==> src/rtl/c3rb_pkg.sv <==
// ============================================================================
// c3rb_pkg: shared types and constants of the 3x3 replicate-border convolution
// Holds the job record that passes from the front end to the back end.
// ============================================================================
package c3rb_pkg;

    localparam int REG_IDX_BITS = 3;
    localparam logic [REG_IDX_BITS-1:0] REG_WIDTH  = 3'd0;
    localparam logic [REG_IDX_BITS-1:0] REG_HEIGHT = 3'd1;
    localparam logic [REG_IDX_BITS-1:0] REG_KTOP   = 3'd2;
    localparam logic [REG_IDX_BITS-1:0] REG_KMID   = 3'd3;
    localparam logic [REG_IDX_BITS-1:0] REG_KBOT   = 3'd4;

    // Image geometry and data widths; the port and counter widths below
    // are sized for these values.
    localparam int MAX_WIDTH  = 1024;
    localparam int PIXEL_BITS = 16;
    localparam int COEF_BITS  = 16;

    localparam int CFG_BITS  = 48;
    localparam int SUM_BITS  = 35;
    localparam int ROW_BITS  = 16;
    localparam int COL_BITS  = 10;
    localparam int WREG_BITS = 11;

    // One window selection: which window rows feed kernel rows 0..2
    // (middle/bottom duplicated at the last row) and whether the right
    // column is replicated (last column).
    typedef struct packed {
        logic                 dup_row;
        logic                 dup_col;
        logic [ROW_BITS-1:0]  row;
        logic [COL_BITS-1:0]  col;
        logic                 last;
        logic                 done;
    } t_job;

endpackage

==> src/rtl/c3rb_queue.sv <==
// ============================================================================
// c3rb_queue: short job queue between front and back end
// Two-entry register queue carrying a job and its 3x3 window operands.
// ============================================================================
module c3rb_queue #(
    parameter int PIXEL_BITS = 16
) (
    input  logic                          i_clk,
    input  logic                          i_rst_n,
    input  logic                          i_valid,
    output logic                          o_ready,
    input  c3rb_pkg::t_job                i_job,
    input  logic signed [PIXEL_BITS-1:0]  i_win [9],
    output logic                          o_valid,
    input  logic                          i_ready,
    output c3rb_pkg::t_job                o_job,
    output logic signed [PIXEL_BITS-1:0]  o_win [9]
);
    c3rb_pkg::t_job               r_job [2];
    logic signed [PIXEL_BITS-1:0] r_win [2][9];
    logic                         r_wp, r_rp;
    logic [1:0]                   r_cnt;
    logic                         push, pop;

    assign o_ready = (r_cnt != 2'd2);
    assign o_valid = (r_cnt != 2'd0);
    assign push = i_valid && o_ready;
    assign pop  = o_valid && i_ready;
    assign o_job = r_job[r_rp];
    for (genvar g = 0; g < 9; g++) begin : g_out
        assign o_win[g] = r_win[r_rp][g];
    end

    always_ff @(posedge i_clk) begin
        if (push) begin
            r_job[r_wp] <= i_job;
            for (int i = 0; i < 9; i++) r_win[r_wp][i] <= i_win[i];
        end
    end

    always_ff @(posedge i_clk) begin
        if (!i_rst_n) begin
            r_wp <= 1'b0;
            r_rp <= 1'b0;
            r_cnt <= '0;
        end else begin
            if (push) r_wp <= ~r_wp;
            if (pop)  r_rp <= ~r_rp;
            r_cnt <= r_cnt + {1'b0, push} - {1'b0, pop};
        end
    end
endmodule

==> config.mk <==
export PLATFORM = sky130hd
export DESIGN_NAME = c3rb_queue
export DESIGN_NICKNAME = d
export VERILOG_FILES = /design/src/rtl/c3rb_pkg.sv /design/src/rtl/c3rb_queue.sv
export SDC_FILE = /design/constraint.sdc
export NUM_CORES = 1
export LEC_CHECK = 0
export ABC_AREA = 1
export BUFFER_PORTS_ARGS = -buffer_cell sky130_fd_sc_hd__buf_2
export CAP_MARGIN = 20
export CORE_MARGIN = 8
export CORE_UTILIZATION = 56
export CTS_CLUSTER_DIAMETER = 80
export CTS_CLUSTER_SIZE = 16
export DETAILED_ROUTE_END_ITERATION = 8
export PLACE_DENSITY = 0.85
export REMOVE_ABC_BUFFERS = 1
export SKIP_LAST_GASP = 1
export SYNTH_ARGS = -nofsm -noshare
export SYNTH_HDL_FRONTEND = slang
export SYNTH_SLANG_ARGS = --single-unit
==> constraint.sdc <==
create_clock -name i_clk -period 18 [get_ports i_clk]
set_input_delay 3.6 -clock i_clk [delete_from_list [all_inputs] [get_ports i_clk]]
set_output_delay 3.6 -clock i_clk [all_outputs]
set_load 0.005 [all_outputs]
# After elaboration in Yosys (flattened, before gate mapping)
# Memories as Yosys holds them, arrays and structs flattened. A register that Yosys moved wholly into a read port is not among the register bits.
# Index checks and enable logic that the tools add are counted.
[word_totals] regBits=4 ramBits=348 in_bits=178 output_inout_bits=176 word_cells=19 memories=2
[classes] n_addsub=2 n_eq_ne=1 n_mux=6 bitwise=2 reduce_logical=3
[memory_table] memory="r_win" words=2 width=144 read_ports=1 rd_ports_with_merged_regs=1 wr=1 line_no="c3rb_queue.sv:20" rtl="logic signed [PIXEL_BITS-1:0] r_win [2][9];"
[memory_table] memory="r_job" words=2 width=30 read_ports=1 rd_ports_with_merged_regs=1 wr=1 line_no="c3rb_queue.sv:19" rtl="c3rb_pkg::t_job r_job [2];"
[ops] operator="2-to-1 mux 1 bit" n=6
[ops] operator="adder 2 x 1 -> 2 bit" n=1
[ops] operator="logical AND 1 bit" n=2
[ops] operator="inequality test 2 bit (second input constant)" n=1
[ops] operator="inverter 1 bit" n=2
[ops] operator="nonzero test 2 bit" n=1
[ops] operator="subtractor 2 x 1 -> 2 bit" n=1

# Depth between registers and ports, before layout
[logic_depth] depth_word=4 mapped_depth=11 mapped_depth_nobuf=11

# Worst setup path before layout
# OpenSTA, ideal clock, no wires.
[synth_path] path_kind="input to register" start="input i_valid" end="memory r_job[0][0] (netlist name), enable pin" setup_ns=0.710 arrival_time_ns=10.888 t_required_ns=17.290 setup_slack_ns=6.402 stages=2 n_path_buf=0 cell_sequence="nand2_1 > nor2_1"
[synth_via] elab_chain_cells=3
[synth_rtl] item="start, declared" line_no="c3rb_queue.sv:10" rtl="input logic i_valid,"
[synth_rtl] item="logical AND 1 bit" line_no="c3rb_queue.sv:27" rtl="assign push = i_valid && o_ready;"
[synth_rtl] item="2-to-1 mux 1 bit" line_no="c3rb_queue.sv:35" rtl="if (push) begin"
[synth_rtl] item="2-to-1 mux 1 bit (implied by the code)" line_no="c3rb_queue.sv:36" rtl="r_job[r_wp] <= i_job;"
[synth_rtl] item="end, declared" line_no="c3rb_queue.sv:19"
# No other way between the ends.

==> summary.md <==
| Metric | Value |
|---|---|
| Clock tree buffer depth | 3 |
| Setup-failing EPs final | 0 |
| Dpl hpwl | approximately 19000 µm |
| Initial Utilization | 56.96% |
| First-pass GRT wire length | between 40000 and 50000 µm |
| GPL Wtd Cong | 0.7617 |
| Initial antenna violation count | 5 |
| Commonest cells after routing, fill and taps aside | buf_2, edfxtp_1, mux2_2, clkbuf_16, clkbuf_1 |
| Peak supply drop | 0.0001315 V |
| Multi-input logic area | 0.002081 mm² |
| HP Class | flip-flop to flip-flop |
| Die Y | 167.5 µm |
| Worst slew margin | 28.74% |
| Syn Std Cell Area | around 0.013 mm² |
| Detailed Route Iter0 Violations | ~520 |
| Reg2reg end | r_win[1][132] |
| Fmax | around 160 MHz |
| H-tree Lvls | 1 |
| RSZ-0062 raised after global routing | false |
| Drt total wl | 27440 µm |
| Clock Sinks | 353 |
| Hold_buf cts | 0 |
| Via-to-Cell Ratio | 5.344 |
| Num rows | 55 |
| Pwr Density | around 130 mW/mm² |
| Placed cells | 1201 |
| Worst endpoint required time | 14.40 ns |
| Max-Cap Viols | 0 |
| Reg2Reg Depth | 5 |
| Core Region | 0.02257 mm² |
| Final Max Slew Viols | 0 |
| Clock latency on the worst-skew pair | 0.54 ns |
| R2R Setup Slk | 15.14 ns |
| DR pass1 iterations | 5 |
| Reg-to-Reg Start | r_cnt[0] |
| Total track usage | between 15 and 20% |
| Skew final | roughly 0.027 ns |
| Largest net degree at the start of global routing | around 110 |
| Share of cells above drive strength 1 | 59.00% |
| Setup TNS | 0 ns |
| Crit Path Category | flip-flop to primary output |
| WL/cell | between 20 and 25 µm |
| Period utilisation layout | 33.81% |
| Vias in the first global route | about 7200 |
| Worst-Margin Slew | around 1.1 ns |
| DRC | 0 |
| Fillcell total | 1446 |
| Mean Syn Cell Area | 22.28 µm² |
| #FFs+latches synth | roughly 350 |
| Layout Cells excl Fill | approximately 1200 |
| Gr ovfl total | 0 |
| Mapped Cells | 577 |
| Port-buffer cells | 353 |
| Clk root buf | clkbuf_16 |
| Crit-path max FO | 75 |
| Tmin final | 6.086 ns |
| Setup Buffers After CTS | 0 |
| CTS Buf Count | 26 |
| Register area share after synthesis | 82.06% |
| Worst setup EP type | primary output |
| Die area | between 0.02 and 0.03 mm² |
| Top cell type by total area after synthesis | edfxtp_1 |
| Crit start category | flip-flop |
| Status | finished, final reports clean |
| Post_cts resized | 0 |
| Arrival time worst endpoint | 2.49 ns |
| Clock slew at reported path FFs | 0.07 ns |
| Distinct cells, synth | 11 |
| Hold Fails Final Rpt | 0 |
| Routed Antenna Nets | 0 |
| Synth warn | 0 |
| Die width | 167.5 µm |
| Synth area leaders | edfxtp_1, mux2_2, buf_6 |
| Register Area | 0.01055 mm² |
| Area Overhead vs Synth | 21.20% |
| Leak | between 5 and 6 nW |
| Synth top area share | about four fifths |
| Via count | 6642 |
| Worst Setup EP | o_win[36] |
| Most common cell after layout, fill and taps aside | buf_2 |
| CTS tree | done |
| Nets | about 1100 |
| # IOs | 354 |
-- per-layer routing --
metal,GRT usage (%),vias to the layer above,share of wire (%)
met4,6.134,6,2.9
met2,32.80,282,52
met3,5.173,48,7.7
met1,20.88,3298,37
li1,-,3008,-
met5,0,-,0.11
-- sequential cells by signal, indices dropped and copies added, names as in the netlist, named ones only --
| name | cells |
|---|---|
| r_job | 60 |
| r_cnt | 2 |
| r_rp | 1 |
| r_win | 288 |
| r_wp | 1 |
-- cells in the mapped netlist (all sizes together) --
library cell    n
nor2            8
mux2          174
nand3           3
a21oi           2
buf            19
inv             7
edfxtp        348
dfxtp           5
nand2           9
ha              2
-- final cells by class --
class,count,share of cell area (%)
clock inverter,2,0.2088
sequential,353,67.72
antenna,2,0.03212
tap,285,2.288
clock buffer,37,4.440
multi-input combinational,198,13.35
inverter,7,0.2007
timing repair buffer,359,11.75
-- report_power, final --
group | internal, mW | switching, mW
Combinational | 0.218 | 0.241
Sequential | 1.04 | 0.0299
Clock | 0.268 | 0.257
-- worst max-delay path, stage by stage, from the launching register on --
cell	delay (ns)
dfxtp_4	0.48
buf_4	0.77
mux2_2	0.46
buf_2	0.14
-- through the flow --
stage / power (mW) / setup slack [ns] / area (µm²) / hold WS [ns] / utilization (%)
final: 2.054 / 11.91 / 15580 / 0.5158 / 69.04
after global routing: 2.137 / 11.79 / 15580 / 0.5722 / 69.04
after CTS: 2.073 / 11.82 / 15550 / 0.5149 / 68.90
after detailed placement: 1.549 / 12.00 / 14830 / 0.5125 / 65.69
after global placement: 1.533 / 12.04 / 14830 / 0.4815 / 65.69
after floorplan: 1.378 / 6.402 / 12650 / 0.4675 / -
-- how the worst min path moves through the flow --
stage | start | cells after the start | slack, ns | endpoint
6_report | r_rp | 2 | 0.52 | flip-flop
5_1_grt | r_rp | 2 | 0.57 | flip-flop
4_1_cts | r_rp | 2 | 0.51 | flip-flop
3_5_place_dp | r_rp | 2 | 0.51 | flip-flop
3_3_place_gp | r_rp | 2 | 0.48 | r_rp
2_1_floorplan | r_rp | 2 | 0.47 | flip-flop
-- kinds of logic (layout without fill, tap and decap cells) --
logic type | count (synthesis) | in the layout | share of synthesized area, %
DFF | 353 | 353 | 82.06
and+or+nand+nor | 20 | 20 | 0.6130
adders and majority gates | 2 | 2 | 0.1946
buffers and inverters | 26 | 405 | 1.820
AOI/OAI and AO/OA | 2 | 2 | 0.07785
other | 0 | 2 | 0
muxes | 174 | 174 | 15.24
Power figures use the tool's default switching activity.
